[src/sht_pkg.sv]
// ----------------------------------------------------------------------------
// sht_pkg
// shared constants, types and the hysteresis compare of the thermostat
// ----------------------------------------------------------------------------
package sht_pkg;

   localparam int SLOTS_PER_DAY = 8;
   localparam int DAYS          = 7;

   localparam int SLOT_W    = (SLOTS_PER_DAY > 1) ? $clog2(SLOTS_PER_DAY) : 1;
   localparam int MEM_DEPTH = DAYS * (1 << SLOT_W);
   localparam int ADDR_W    = (MEM_DEPTH > 1) ? $clog2(MEM_DEPTH) : 1;

   localparam int TEMP_W     = 15;
   localparam int TIME_W     = 12;
   localparam int BAND_W     = 11;
   localparam int AGE_W      = 32;
   localparam int LIMIT_W    = 16;
   localparam int DAY_W      = 3;
   localparam int HOUR_W     = 5;
   localparam int MIN_W      = 6;
   localparam int IDX_W      = 3;
   localparam int MODE_W     = 2;
   localparam int OUT_W      = 3;
   localparam int CSR_IDX_W  = 3;
   localparam int CSR_DATA_W = 16;
   localparam int CMP_W      = TEMP_W + 2;

   // minute * 100 / 60 == minute * 5 / 3, the divide by 3 by reciprocal
   localparam int MIN5_W     = MIN_W + 3;
   localparam int RECIP_W    = 10;
   localparam int MIN_RECIP  = 683;
   localparam int MIN_SHIFT  = 11;
   localparam int PROD_W     = MIN5_W + RECIP_W;
   localparam int HOUR_SCALE = 100;

   localparam logic KIND_EVAL  = 1'b0;
   localparam logic KIND_WRITE = 1'b1;

   localparam logic [MODE_W-1:0] MODE_MANUAL   = 2'd0;
   localparam logic [MODE_W-1:0] MODE_SCHEDULE = 2'd1;
   localparam logic [MODE_W-1:0] MODE_RESERVED = 2'd2;

   typedef enum logic [CSR_IDX_W-1:0] {
      CSR_ENABLED,
      CSR_MODE,
      CSR_SETPOINT,
      CSR_BAND_BELOW,
      CSR_BAND_ABOVE,
      CSR_STALE_LIMIT
   } csr_index_type;

   typedef enum logic [OUT_W-1:0] {
      OUT_HELD,
      OUT_ON_LOW,
      OUT_OFF_HIGH,
      OUT_STALE,
      OUT_INVALID,
      OUT_DISABLED,
      OUT_NO_SLOT,
      OUT_WRITTEN
   } outcome_type;

   typedef enum logic [1:0] {
      ST_IDLE,
      ST_EXEC,
      ST_WALK,
      ST_DONE
   } state_type;

   typedef struct packed {
      logic                     active;
      logic [TIME_W-1:0]        start_time;
      logic [TIME_W-1:0]        end_time;
      logic signed [TEMP_W-1:0] setpoint;
   } slot_type;

   typedef struct packed {
      logic              en;
      logic [ADDR_W-1:0] addr;
      slot_type          data;
   } mem_wr_type;

   typedef struct packed {
      logic                     enabled;
      logic [MODE_W-1:0]        mode;
      logic signed [TEMP_W-1:0] manual_setpoint;
      logic [BAND_W-1:0]        band_below;
      logic [BAND_W-1:0]        band_above;
      logic [LIMIT_W-1:0]       stale_limit;
      logic                     relay_clear;
   } cfg_type;

   typedef struct packed {
      logic                     kind;
      logic signed [TEMP_W-1:0] temperature;
      logic                     sensor_active;
      logic [AGE_W-1:0]         sensor_age;
      logic [DAY_W-1:0]         day_of_week;
      logic [HOUR_W-1:0]        hour;
      logic [MIN_W-1:0]         minute;
      logic [IDX_W-1:0]         slot_index;
      logic                     slot_active;
      logic [TIME_W-1:0]        slot_start;
      logic [TIME_W-1:0]        slot_end;
      logic signed [TEMP_W-1:0] slot_setpoint;
   } item_type;

   function automatic outcome_type hyst_cmp(
      input logic signed [TEMP_W-1:0] temp,
      input logic signed [TEMP_W-1:0] setpoint,
      input logic [BAND_W-1:0]        below,
      input logic [BAND_W-1:0]        above
   );
      logic signed [CMP_W-1:0] t_x;
      logic signed [CMP_W-1:0] lo;
      logic signed [CMP_W-1:0] hi;
      t_x = CMP_W'(temp);
      lo  = CMP_W'(setpoint) - signed'(CMP_W'(below));
      hi  = CMP_W'(setpoint) + signed'(CMP_W'(above));
      if (t_x < lo) begin
         return OUT_ON_LOW;
      end else if (t_x > hi) begin
         return OUT_OFF_HIGH;
      end else begin
         return OUT_HELD;
      end
   endfunction

endpackage

[src/sht_mem.sv]
// ----------------------------------------------------------------------------
// sht_mem
// weekly slot store, one write and one registered read per cycle
// ----------------------------------------------------------------------------
module sht_mem
   import sht_pkg::*;
(
   input  logic              clock,
   input  logic              reset,
   input  mem_wr_type        wr,
   input  logic              rd_en,
   input  logic [ADDR_W-1:0] rd_addr,
   output slot_type          rd_data
);

   slot_type               slot_mem_ff [MEM_DEPTH];
   logic [MEM_DEPTH-1:0]   vld_ff;
   slot_type               rd_ff;
   logic                   rd_vld_ff;

   always_ff @(posedge clock) begin
      if (wr.en) begin
         slot_mem_ff[wr.addr] <= wr.data;
      end
      if (rd_en) begin
         rd_ff <= slot_mem_ff[rd_addr];
      end
   end

   // unwritten entries read as inactive
   always_ff @(posedge clock) begin
      if (reset) begin
         vld_ff    <= '0;
         rd_vld_ff <= 1'b0;
      end else begin
         if (wr.en) begin
            vld_ff[wr.addr] <= 1'b1;
         end
         if (rd_en) begin
            rd_vld_ff <= vld_ff[rd_addr];
         end
      end
   end

   always_comb begin
      rd_data        = rd_ff;
      rd_data.active = rd_ff.active & rd_vld_ff;
   end

endmodule

[src/sht_ctrl.sv]
// ----------------------------------------------------------------------------
// sht_ctrl
// item sequencer: decision chain, slot walk over the store, relay and result
// ----------------------------------------------------------------------------
module sht_ctrl
   import sht_pkg::*;
(
   input  logic              clock,
   input  logic              reset,
   input  cfg_type           cfg,
   input  logic              req_valid,
   output logic              req_stall,
   input  item_type          req_item,
   output logic              rsp_valid,
   input  logic              rsp_stall,
   output logic              rsp_relay_on,
   output logic [OUT_W-1:0]  rsp_outcome,
   output mem_wr_type        mem_wr,
   output logic              mem_rd_en,
   output logic [ADDR_W-1:0] mem_rd_addr,
   input  slot_type          mem_rd_data
);

   localparam logic [SLOT_W-1:0] SLOT_LAST = SLOT_W'(SLOTS_PER_DAY - 1);

   state_type          state_ff,   state_in;
   item_type           item_ff,    item_in;
   logic [TIME_W-1:0]  now_ff,     now_in;
   logic [SLOT_W-1:0]  k_ff,       k_in;
   logic               relay_ff,   relay_in;
   outcome_type        outcome_ff, outcome_in;
   logic               rsp_valid_ff, rsp_valid_in;
   logic               rsp_relay_ff, rsp_relay_in;
   logic [OUT_W-1:0]   rsp_outcome_ff, rsp_outcome_in;

   logic               day_ok;
   logic               stale;
   logic               go_walk;
   logic               rsp_free;
   logic               slot_hit;
   logic [MIN5_W-1:0]  min5;
   logic [PROD_W-1:0]  min_prod;
   logic [TIME_W-1:0]  hour_units;
   outcome_type        manual_cmp;
   outcome_type        slot_cmp;

   assign day_ok   = 32'(item_ff.day_of_week) < DAYS;
   assign stale    = item_ff.sensor_age >= AGE_W'(cfg.stale_limit);
   assign go_walk  = (item_ff.kind == KIND_EVAL) && item_ff.sensor_active && cfg.enabled
                     && !stale && (cfg.mode == MODE_SCHEDULE) && day_ok;
   assign rsp_free = !rsp_valid_ff || !rsp_stall;

   assign min5       = {item_ff.minute, 2'b00} + MIN5_W'(item_ff.minute);
   assign min_prod   = PROD_W'(min5) * PROD_W'(MIN_RECIP);
   assign hour_units = TIME_W'(item_ff.hour) * TIME_W'(HOUR_SCALE);

   assign slot_hit   = (now_ff >= mem_rd_data.start_time) && (now_ff < mem_rd_data.end_time);
   assign manual_cmp = hyst_cmp(item_ff.temperature, cfg.manual_setpoint,
                                cfg.band_below, cfg.band_above);
   assign slot_cmp   = hyst_cmp(item_ff.temperature, mem_rd_data.setpoint,
                                cfg.band_below, cfg.band_above);

   always_comb begin
      state_in = state_ff;
      case (state_ff)
         ST_IDLE: begin
            if (req_valid) begin
               state_in = ST_EXEC;
            end
         end
         ST_EXEC: begin
            state_in = go_walk ? ST_WALK : ST_DONE;
         end
         ST_WALK: begin
            if (!mem_rd_data.active || (k_ff == SLOT_LAST)) begin
               state_in = ST_DONE;
            end
         end
         ST_DONE: begin
            if (rsp_free) begin
               state_in = ST_IDLE;
            end
         end
         default: begin
            state_in = ST_IDLE;
         end
      endcase
   end

   always_comb begin
      req_stall      = (state_ff != ST_IDLE);
      item_in        = item_ff;
      now_in         = now_ff;
      k_in           = k_ff;
      relay_in       = relay_ff;
      outcome_in     = outcome_ff;
      rsp_valid_in   = rsp_valid_ff && rsp_stall;
      rsp_relay_in   = rsp_relay_ff;
      rsp_outcome_in = rsp_outcome_ff;
      mem_wr         = '0;
      mem_rd_en      = 1'b0;
      mem_rd_addr    = ADDR_W'({item_ff.day_of_week, k_ff});
      case (state_ff)
         ST_IDLE: begin
            if (req_valid) begin
               item_in = req_item;
            end
         end
         ST_EXEC: begin
            now_in = hour_units + TIME_W'(min_prod >> MIN_SHIFT);
            k_in   = '0;
            if (item_ff.kind == KIND_WRITE) begin
               outcome_in                = OUT_WRITTEN;
               mem_wr.en                 = day_ok && (32'(item_ff.slot_index) < SLOTS_PER_DAY);
               mem_wr.addr               = ADDR_W'({item_ff.day_of_week,
                                                    SLOT_W'(item_ff.slot_index)});
               mem_wr.data.active        = item_ff.slot_active;
               mem_wr.data.start_time    = item_ff.slot_start;
               mem_wr.data.end_time      = item_ff.slot_end;
               mem_wr.data.setpoint      = item_ff.slot_setpoint;
            end else if (!item_ff.sensor_active) begin
               relay_in   = 1'b0;
               outcome_in = OUT_INVALID;
            end else if (!cfg.enabled) begin
               outcome_in = OUT_DISABLED;
            end else if (stale) begin
               relay_in   = 1'b0;
               outcome_in = OUT_STALE;
            end else if (cfg.mode == MODE_MANUAL) begin
               outcome_in = manual_cmp;
               if (manual_cmp == OUT_ON_LOW) begin
                  relay_in = 1'b1;
               end else if (manual_cmp == OUT_OFF_HIGH) begin
                  relay_in = 1'b0;
               end
            end else if (cfg.mode == MODE_SCHEDULE) begin
               outcome_in  = OUT_NO_SLOT;
               mem_rd_en   = day_ok;
               mem_rd_addr = ADDR_W'({item_ff.day_of_week, SLOT_W'(0)});
            end else begin
               outcome_in = OUT_HELD;
            end
         end
         ST_WALK: begin
            if (mem_rd_data.active) begin
               if (slot_hit) begin
                  outcome_in = slot_cmp;
                  if (slot_cmp == OUT_ON_LOW) begin
                     relay_in = 1'b1;
                  end else if (slot_cmp == OUT_OFF_HIGH) begin
                     relay_in = 1'b0;
                  end
               end
               if (k_ff != SLOT_LAST) begin
                  k_in        = k_ff + 1'b1;
                  mem_rd_en   = 1'b1;
                  mem_rd_addr = ADDR_W'({item_ff.day_of_week, k_in});
               end
            end
         end
         ST_DONE: begin
            if (rsp_free) begin
               rsp_valid_in   = 1'b1;
               rsp_relay_in   = relay_ff;
               rsp_outcome_in = outcome_ff;
            end
         end
         default: begin
         end
      endcase
      if (cfg.relay_clear) begin
         relay_in = 1'b0;
      end
   end

   always_ff @(posedge clock) begin
      if (reset) begin
         state_ff     <= ST_IDLE;
         relay_ff     <= 1'b0;
         rsp_valid_ff <= 1'b0;
      end else begin
         state_ff     <= state_in;
         relay_ff     <= relay_in;
         rsp_valid_ff <= rsp_valid_in;
      end
   end

   always_ff @(posedge clock) begin
      item_ff        <= item_in;
      now_ff         <= now_in;
      k_ff           <= k_in;
      outcome_ff     <= outcome_in;
      rsp_relay_ff   <= rsp_relay_in;
      rsp_outcome_ff <= rsp_outcome_in;
   end

   assign rsp_valid    = rsp_valid_ff;
   assign rsp_relay_on = rsp_relay_ff;
   assign rsp_outcome  = rsp_outcome_ff;

endmodule

[src/scheduled_hysteresis_thermostat.sv]
// ----------------------------------------------------------------------------
// scheduled_hysteresis_thermostat
// heating relay control with hysteresis, manual or weekly schedule setpoint
// ----------------------------------------------------------------------------
//  channel  handshake              contents
//  req_     req_valid / req_stall  one evaluate or slot-write transaction
//  rsp_     rsp_valid / rsp_stall  relay drive and outcome code
//  csr_     csr_valid / csr_ready  register index and write data
//
//  slot write, manual mode and early exits go through exec and done to result
//  schedule mode walks the day's slots one per cycle through the store's read
//  port; one transaction is in work at a time
//  reset: slot store reads as all inactive at once, no clearing pass
//  a waiting result does not block the next accept; a stalled rsp_ holds the
//  sequencer in its last step until the output register frees
// ----------------------------------------------------------------------------
module scheduled_hysteresis_thermostat
   import sht_pkg::*;
(
   input  logic                     clock,
   input  logic                     reset,
   input  logic                     req_valid,
   output logic                     req_stall,
   input  logic                     req_kind,
   input  logic signed [TEMP_W-1:0] req_temperature,
   input  logic                     req_sensor_active,
   input  logic [AGE_W-1:0]         req_sensor_age,
   input  logic [DAY_W-1:0]         req_day_of_week,
   input  logic [HOUR_W-1:0]        req_hour,
   input  logic [MIN_W-1:0]         req_minute,
   input  logic [IDX_W-1:0]         req_slot_index,
   input  logic                     req_slot_active,
   input  logic [TIME_W-1:0]        req_slot_start,
   input  logic [TIME_W-1:0]        req_slot_end,
   input  logic signed [TEMP_W-1:0] req_slot_setpoint,
   output logic                     rsp_valid,
   input  logic                     rsp_stall,
   output logic                     rsp_relay_on,
   output logic [OUT_W-1:0]         rsp_outcome,
   input  logic                     csr_valid,
   output logic                     csr_ready,
   input  logic [CSR_IDX_W-1:0]     csr_index,
   input  logic [CSR_DATA_W-1:0]    csr_data
);

   logic                     enabled_ff;
   logic [MODE_W-1:0]        mode_ff;
   logic signed [TEMP_W-1:0] setpoint_ff;
   logic [BAND_W-1:0]        band_below_ff;
   logic [BAND_W-1:0]        band_above_ff;
   logic [LIMIT_W-1:0]       stale_limit_ff;

   logic                     csr_we;
   cfg_type                  cfg;
   item_type                 req_item;
   mem_wr_type               mem_wr;
   logic                     mem_rd_en;
   logic [ADDR_W-1:0]        mem_rd_addr;
   slot_type                 mem_rd_data;

   assign csr_ready = 1'b1;
   assign csr_we    = csr_valid && csr_ready;

   always_ff @(posedge clock) begin
      if (reset) begin
         enabled_ff     <= 1'b0;
         mode_ff        <= MODE_MANUAL;
         setpoint_ff    <= TEMP_W'(2100);
         band_below_ff  <= '0;
         band_above_ff  <= '0;
         stale_limit_ff <= LIMIT_W'(6000);
      end else if (csr_we) begin
         case (csr_index)
            CSR_ENABLED: begin
               enabled_ff <= csr_data[0];
            end
            CSR_MODE: begin
               if (csr_data[MODE_W-1:0] <= MODE_RESERVED) begin
                  mode_ff <= csr_data[MODE_W-1:0];
               end
            end
            CSR_SETPOINT: begin
               setpoint_ff <= csr_data[TEMP_W-1:0];
            end
            CSR_BAND_BELOW: begin
               band_below_ff <= csr_data[BAND_W-1:0];
            end
            CSR_BAND_ABOVE: begin
               band_above_ff <= csr_data[BAND_W-1:0];
            end
            CSR_STALE_LIMIT: begin
               stale_limit_ff <= csr_data[LIMIT_W-1:0];
            end
            default: begin
            end
         endcase
      end
   end

   always_comb begin
      cfg.enabled         = enabled_ff;
      cfg.mode            = mode_ff;
      cfg.manual_setpoint = setpoint_ff;
      cfg.band_below      = band_below_ff;
      cfg.band_above      = band_above_ff;
      cfg.stale_limit     = stale_limit_ff;
      cfg.relay_clear     = csr_we && (csr_index == CSR_ENABLED) && !csr_data[0];
   end

   always_comb begin
      req_item.kind          = req_kind;
      req_item.temperature   = req_temperature;
      req_item.sensor_active = req_sensor_active;
      req_item.sensor_age    = req_sensor_age;
      req_item.day_of_week   = req_day_of_week;
      req_item.hour          = req_hour;
      req_item.minute        = req_minute;
      req_item.slot_index    = req_slot_index;
      req_item.slot_active   = req_slot_active;
      req_item.slot_start    = req_slot_start;
      req_item.slot_end      = req_slot_end;
      req_item.slot_setpoint = req_slot_setpoint;
   end

   sht_mem u_mem (
      .clock   (clock),
      .reset   (reset),
      .wr      (mem_wr),
      .rd_en   (mem_rd_en),
      .rd_addr (mem_rd_addr),
      .rd_data (mem_rd_data)
   );

   sht_ctrl u_ctrl (
      .clock        (clock),
      .reset        (reset),
      .cfg          (cfg),
      .req_valid    (req_valid),
      .req_stall    (req_stall),
      .req_item     (req_item),
      .rsp_valid    (rsp_valid),
      .rsp_stall    (rsp_stall),
      .rsp_relay_on (rsp_relay_on),
      .rsp_outcome  (rsp_outcome),
      .mem_wr       (mem_wr),
      .mem_rd_en    (mem_rd_en),
      .mem_rd_addr  (mem_rd_addr),
      .mem_rd_data  (mem_rd_data)
   );

   a_one_in_work: assert property (@(posedge clock) disable iff (reset)
      (req_valid && !req_stall) |=> req_stall)
      else $error("transaction accepted while another is in work");

   a_forced_off: assert property (@(posedge clock) disable iff (reset)
      (rsp_valid && (rsp_outcome == OUT_STALE || rsp_outcome == OUT_INVALID))
      |-> !rsp_relay_on)
      else $error("relay on after stale or invalid sensor");

   a_cmp_drive: assert property (@(posedge clock) disable iff (reset)
      (rsp_valid && (rsp_outcome == OUT_ON_LOW || rsp_outcome == OUT_OFF_HIGH))
      |-> (rsp_relay_on == (rsp_outcome == OUT_ON_LOW)))
      else $error("relay drive disagrees with compare outcome");

   a_write_no_read: assert property (@(posedge clock) disable iff (reset)
      !(mem_wr.en && mem_rd_en))
      else $error("slot store written and read in the same cycle");

endmodule
[config.mk]
export PLATFORM = sky130hd
export DESIGN_NAME = scheduled_hysteresis_thermostat
export DESIGN_NICKNAME = d
export VERILOG_FILES = /design/src/sht_pkg.sv /design/src/sht_mem.sv /design/src/sht_ctrl.sv /design/src/scheduled_hysteresis_thermostat.sv
export SDC_FILE = /design/constraint.sdc
export NUM_CORES = 2
export LEC_CHECK = 0
export CORE_MARGIN = 5
export CORE_UTILIZATION = 40
export DETAILED_ROUTE_END_ITERATION = 6
export DONT_BUFFER_PORTS = 1
export GPL_ROUTABILITY_DRIVEN = 0
export GPL_TIMING_DRIVEN = 0
export PLACE_DENSITY_LB_ADDON = 0.05
export SYNTH_ARGS = -nofsm -noshare
export SYNTH_HDL_FRONTEND = slang
export SYNTH_HIERARCHICAL = 1
export SYNTH_SLANG_ARGS = --single-unit
[constraint.sdc]
create_clock -name clock -period 6.2 [get_ports clock]
set_input_delay 0.93 -clock clock [delete_from_list [all_inputs] [get_ports clock]]
set_output_delay 0.93 -clock clock [all_outputs]
set_load 0.01 [all_outputs]
Word-level counts from Yosys, hierarchy flattened

Memories as Yosys holds them, arrays and structs flattened. A register that Yosys moved wholly into a read port is not among the register bits.
Index checks and enable logic that the tools add are counted.

Register bits: 245
Word-level logic and storage cells: 175
RAM bits: 2240
Output and inout bits: 7
Memories: 1
Input bits: 130

Reduce and logical (&&, ||, !) cells: 35
Equal/unequal tests: 26
$mul: 2
Order comparisons: 12
Mux-type cells: 61
$add $sub $neg: 7
Bitwise gates (word level): 3

Memories:

| memory            | depth | width | read ports | clocked after memory_dff | wr ports | RTL line      | text |
|---|---|---|---|---|---|---|---|
| u_mem.slot_mem_ff | 56    | 40    | 1          | 1                        | 1        | sht_mem.sv:16 | `slot_type slot_mem_ff [MEM_DEPTH];` |

Operators by type and width:

| kind                                                                         | number |
|---|---|
| 47-bit 2-to-1 mux                                                            | 2 |
| 3-bit 2-to-1 mux                                                             | 19 |
| 56-bit OR                                                                    | 1 |
| 15-bit by 12-bit adder with 16-bit output                                    | 2 |
| 32-bit by 16-bit greater-or-equal comparator with 1-bit output               | 1 |
| 15-bit by 16-bit > comparator with 1-bit output                              | 2 |
| 15-bit by 16-bit less-than comparator with 1-bit output                      | 2 |
| 15-bit by 12-bit subtractor with 16-bit output                               | 2 |
| 1-bit 2-to-1 mux                                                             | 26 |
| 9-bit by 10-bit multiplier with 19-bit output, second input constant         | 1 |
| 3-bit case mux with 2 select lines                                           | 3 |
| 6-bit by 7-bit less-than comparator with 1-bit output, second input constant | 2 |
| 2-bit AND reduction                                                          | 7 |
| 12-bit by 8-bit adder with 12-bit output                                     | 1 |
| 3-bit by 2-bit == test with 1-bit output, second input constant              | 4 |
| 12-bit greater-or-equal comparator                                           | 1 |
| 12-bit less-than comparator                                                  | 1 |
| 2-bit 2-to-1 mux                                                             | 6 |
| 3-bit AND reduction                                                          | 4 |
| 1-bit logical AND                                                            | 10 |
| 5-bit by 5-bit multiplier with 10-bit output, second input constant          | 1 |
| 2-bit by 1-bit inequality test with 1-bit output, second input constant      | 5 |
| 8-bit by 6-bit adder with 9-bit output                                       | 1 |
| 3-bit by 1-bit == test with 1-bit output, second input constant              | 3 |
| 25 further kinds                                                             | 39 |

Logic depth before layout (Yosys ltp)

Depth in word-level cells: 13
Mapped depth: 31

Modules after synthesis

Netlist, hierarchy kept.

Modules (own cells, without submodules):

| module                          | instances | cells each | area an instance (um^2) | seq. area each (um^2) |
|---|---|---|---|---|
| sht_mem                         | 1         | 3949       | 89118.0                 | 69606.8 |
| sht_ctrl                        | 1         | 1093       | 11247.0                 | 3923.8 |
| scheduled_hysteresis_thermostat | 1         | 257        | 2168.3                  | 1121.1 |

Least setup slack after synthesis

Ideal clock, no wire load.

Path type: register -> register
Start point: register u_ctrl/item_ff[44] in the netlist's numbering
End point: register u_ctrl.now_ff[11], data pin
Data arrival time: 6.359 ns
Clock period less this slack: 6.619 ns
Setup time: 0.260 ns
Data required time: 5.940 ns
Cell stages (with the launch flop): 30
Path buffers: 0
Path slack: -0.419 ns
Cells stage by stage: edfxtp_1 -> ha_1 -> a21o_1 -> a21oi_1 -> nor2b_1 -> o21ai_0 -> xnor2_1 -> ha_1 -> inv_1 -> fa_1 -> fa_1 -> fa_1 -> inv_1 -> ha_1 -> a21o_1 -> a21o_1 -> a221oi_2 -> nor2b_1 -> o41a_1 -> a21o_1 -> a21oi_1 -> xnor2_1 -> ha_1 -> inv_1 -> o21bai_1 -> a21oi_1 -> nand2b_1 -> a21oi_1 -> nand3b_1 -> xnor2_1

Word-level cells in the longest chain between the ends: 3

RTL lines:

| what                                          | RTL line        | text |
|---|---|---|
| from (decl)                                   | sht_ctrl.sv:27  | `item_type item_ff, item_in;` |
| from (signal assigned)                        | sht_ctrl.sv:189 | `item_ff <= item_in;` |
| 8-bit by 6-bit adder with 9-bit output        | sht_ctrl.sv:53  | `assign min5 = {item_ff.minute, 2'b00} + MIN5_W'(item_ff.minute);` |
| 9-bit by 10-bit multiplier with 19-bit output | sht_ctrl.sv:54  | `assign min_prod = PROD_W'(min5) * PROD_W'(MIN_RECIP);` |
| 12-bit by 8-bit adder with 12-bit output      | sht_ctrl.sv:110 | `now_in = hour_units + TIME_W'(min_prod >> MIN_SHIFT);` |
| to (signal assigned)                          | sht_ctrl.sv:190 | `now_ff <= now_in;` |
| to (decl)                                     | sht_ctrl.sv:28  | `logic [TIME_W-1:0] now_ff, now_in;` |

No other way between the ends.
A chain may end at the register's enable or synchronous reset.

Final worst setup path

Start point: register u_ctrl/item_ff[43] in the netlist's numbering
End point: register u_ctrl.now_ff[10], data pin

Same word-level chain as after synthesis.

==> flow_summary.json <==
{
  "yosysWarnings": 6,
  "placement_rows": 185,
  "die_area_um2": 267000,
  "drv_slew": 0,
  "clock.fmax_ghz": 0.149,
  "num_vias": 55100,
  "fin_crit_sh_pct": 108,
  "coreArea_um2": 255000,
  "whs_ps": 158,
  "route.detailed.drc": 0,
  "first_pass_iters": 7,
  "grtUsageTotal_pct": 24.7,
  "synth.area.top_cells": "edfxtp_1 (71%), mux4_2 (13%), ha_1 (2.7%), dfxtp_1 (2.3%), nor2_1 (0.97%)",
  "endpoint": "u_ctrl/now_ff[10]",
  "finalClockSkew_ps": 55.5,
  "relSlewSlack_pct": 15.3,
  "drive_gt1_share_pct": 26.9,
  "ys.flop_type": "edfxtp_1",
  "async_flop_share_pct": 0,
  "reg2reg_depth": 27,
  "die_w_um": 516,
  "setup_violations": 6,
  "violations": "negative setup slack",
  "finalHoldViolations": 0,
  "required_ps": 6760,
  "die_h_um": 516,
  "reg2reg_slack_ps": -500,
  "clock-sinks": 2525,
  "ys_seq_area_share_pct": 72.8,
  "worst_slack_ps": -501,
  "grt_pass1_vias": 54400,
  "timing.rr.end": "u_ctrl/now_ff[10]",
  "vdd_ir_drop_max_mv": 0.798,
  "yosys.area.top_type": "edfxtp_1",
  "io_buffers": 0,
  "grt_max_degree": 58,
  "power_density_nw_per_um2": 525,
  "fill_cells": 21400,
  "synth_top_area_share_pct": 70.5,
  "setup_tns_ps": -2080,
  "clk_pin_slew_ps": 60,
  "cp_data_arrival_time_ps": 7260,
  "worstMarginPinSlew_ps": 1270,
  "drt-vias-per-instance": 5.87,
  "critPathLaunch": "u_ctrl/item_ff[43]",
  "grt_overflow_total": 0,
  "grt_pass1_wl_mm": 456,
  "reg2reg_from": "u_ctrl/item_ff[43]",
  "antenna_found_initial": 22,
  "synthesis.area_um2": 103000,
  "min_path_type": "input pin to flip-flop",
  "synth_cell_types": 91,
  "max-cap-violations": 0,
  "synth_seq_cells": 2525,
  "syn2layout_area_growth_pct": 17.4,
  "ys_top_cells_by_count": "edfxtp_1 (2408), mux4_2 (571), nor2_1 (266), ha_1 (222), nand2_1 (222)",
  "critPathMaxFanout": 3,
  "root_buffer": "clkbuf_16",
  "worst-setup-path-type": "flip-flop to flip-flop",
  "nNetsFinal": 6163,
  "cts_buffers": 284,
  "clk_latency_ps": 860,
  "wire_per_inst_um": 35.5,
  "outcome": "complete, but fails checks",
  "synth_most_common_cell": "edfxtp_1",
  "fin_crit_ps": 6700,
  "avgSynthCellArea_um2": 19.3,
  "start_util_pct": 40.3,
  "cts_tree": "yes",
  "power.leakage_nw": 39.7,
  "cp-end-kind": "flip-flop",
  "startpoint_type": "flip-flop",
  "post-dp-hpwl_mm": 232,
  "drt-total-wl_mm": 333,
  "ant_nets": 0,
  "place_ws_ps": -842,
  "synth-edff-count": 2408,
  "drtIter0Drc": 6178,
  "cts.path.max_buffers": 4,
  "io_pins": 137,
  "rsz0062_at_grt": "yes",
  "netlist_instances": 5299,
  "synth_fp_nets": 5676,
  "htreeDepth": 5
}
-- flip-flops by register name (all words and copies together), names as in the netlist, 11 cells and up --
register / cells
band_above_ff: 11
band_below_ff: 11
setpoint_ff: 15
stale_limit_ff: 16
u_ctrl/item_ff: 106
u_ctrl/now_ff: 12
u_mem/rd_data: 39
u_mem/slot_mem_ff: 2240
u_mem/vld_ff: 56
-- metal layers --
layer | global-route usage (%) | vias to the layer above | share of wire (%)
li1 | - | 22500 | -
met1 | 35.6 | 29900 | 43
met2 | 39.0 | 2224 | 47
met3 | 4.60 | 438 | 7.6
met4 | 6.48 | 2 | 3.0
met5 | 0 | - | 0.0039
-- placed cells by master, fill, tap and decap left out, types with 15 or more instances in the layout --
cell type and instances:
mux2_2 34, xnor2_1 37, a21oi_1 140, buf_2 71, nor3_1 31, mux2i_1 51
fa_1 23, buf_4 131, nor2_4 55, nor2_1 207, a22oi_1 42, a221oi_1 62
edfxtp_1 2408, nand4_1 15, buf_12 125, buf_6 52, clkinv_2 35, a21o_1 23
inv_1 148, bufinv_16 21, and3_2 39, nor2b_1 44, mux4_2 571, a221oi_2 20
nand3_1 44, clkinv_1 65, clkbuf_16 291, a22o_1 48, buf_16 26, ha_1 212
dfxtp_1 117, clkbuf_1 118, xor2_1 27, nand2_1 221, o21ai_0 61, a211oi_1 33
nand2b_1 19
-- repair_timing --
item,in CTS,in global routing
pin swaps,29,37
endpoints found under the setup margin,37,21
buffers inserted,22,7
hold buffers,0,0
resized for setup,61,30
-- metrics by stage --
stage	instances	util, %	area [um^2]	total power, mW
final	9379	47.3	120000	63.1
after global routing	9370	47.3	120000	65.9
after CTS	9361	47.2	120000	63.1
after detailed placement	8839	43.5	111000	45.1
after global placement	8665	41.9	107000	44.9
after floorplan	5299	-	103000	35.7
-- worst min path at each step --
stage          depth (start not counted)  slack [ps]               endpoint                  from
5_1_grt                                0         100     u_ctrl/item_ff[55]    req_day_of_week[1]
3_5_place_dp                           0         410  u_ctrl/rsp_outcome[0]  u_ctrl/outcome_ff[0]
3_3_place_gp                           0         410  u_ctrl/rsp_outcome[2]  u_ctrl/outcome_ff[2]
6_report                               0         160     u_ctrl/item_ff[18]       req_slot_end[3]
4_1_cts                                0         100     u_ctrl/item_ff[55]    req_day_of_week[1]
2_1_floorplan                          0         400  u_ctrl/rsp_outcome[0]  u_ctrl/outcome_ff[0]
-- critical path, cell delays in order (launching register included) --
cell and delay, ps:
edfxtp_1 420, ha_2 220, fa_2 340, a21o_1 190
a21oi_4 190, xnor2_2 180, ha_2 230, inv_2 40
fa_1 530, fa_1 430, fa_1 520, inv_2 50
ha_4 210, a21o_1 150, a21o_1 170, a221oi_4 330
nor2b_2 80, o41a_1 420, a21o_1 210, xor2_1 150
ha_1 350, buf_4 160, a21oi_2 120, o21bai_1 110
a21o_1 200, a21oi_4 180, nor3_4 70, xor2_2 190
-- kinds of logic (layout without fill, tap and decap cells) --
group,after synthesis,count (layout),synth area share [%]
flops,2525,2525,72.8
buf+inv,450,1151,2.41
compound gates,571,571,3.92
simple gates,770,770,3.53
xor+xnor,76,76,0.649
other cells,1,14,0.00366
fa+ha+maj,247,247,3.20
mux,659,659,13.5
-- final cells by class --
type                       count  area [um^2]  area share, %
multi-input combinational   2324        26400           21.9
buffer                       293         1900           1.58
inverter                     157          589          0.490
clock buffer                 354         7550           6.27
tap                         3366         4210           3.50
antenna                       13         32.5         0.0270
clock inverter               146         1370           1.13
timing repair buffer         201         3680           3.06
sequential                  2525        74700           62.0
-- power breakdown --
part | total, mW | internal [mW] | leakage [nW] | switching, mW
registers | 20.4 | 20.1 | 23.2 | 0.293
logic | 26.4 | 10.8 | 12.2 | 15.6
clock network | 16.3 | 9.53 | 4.34 | 6.80
Note: power is estimated with default switching activity, not from simulation.
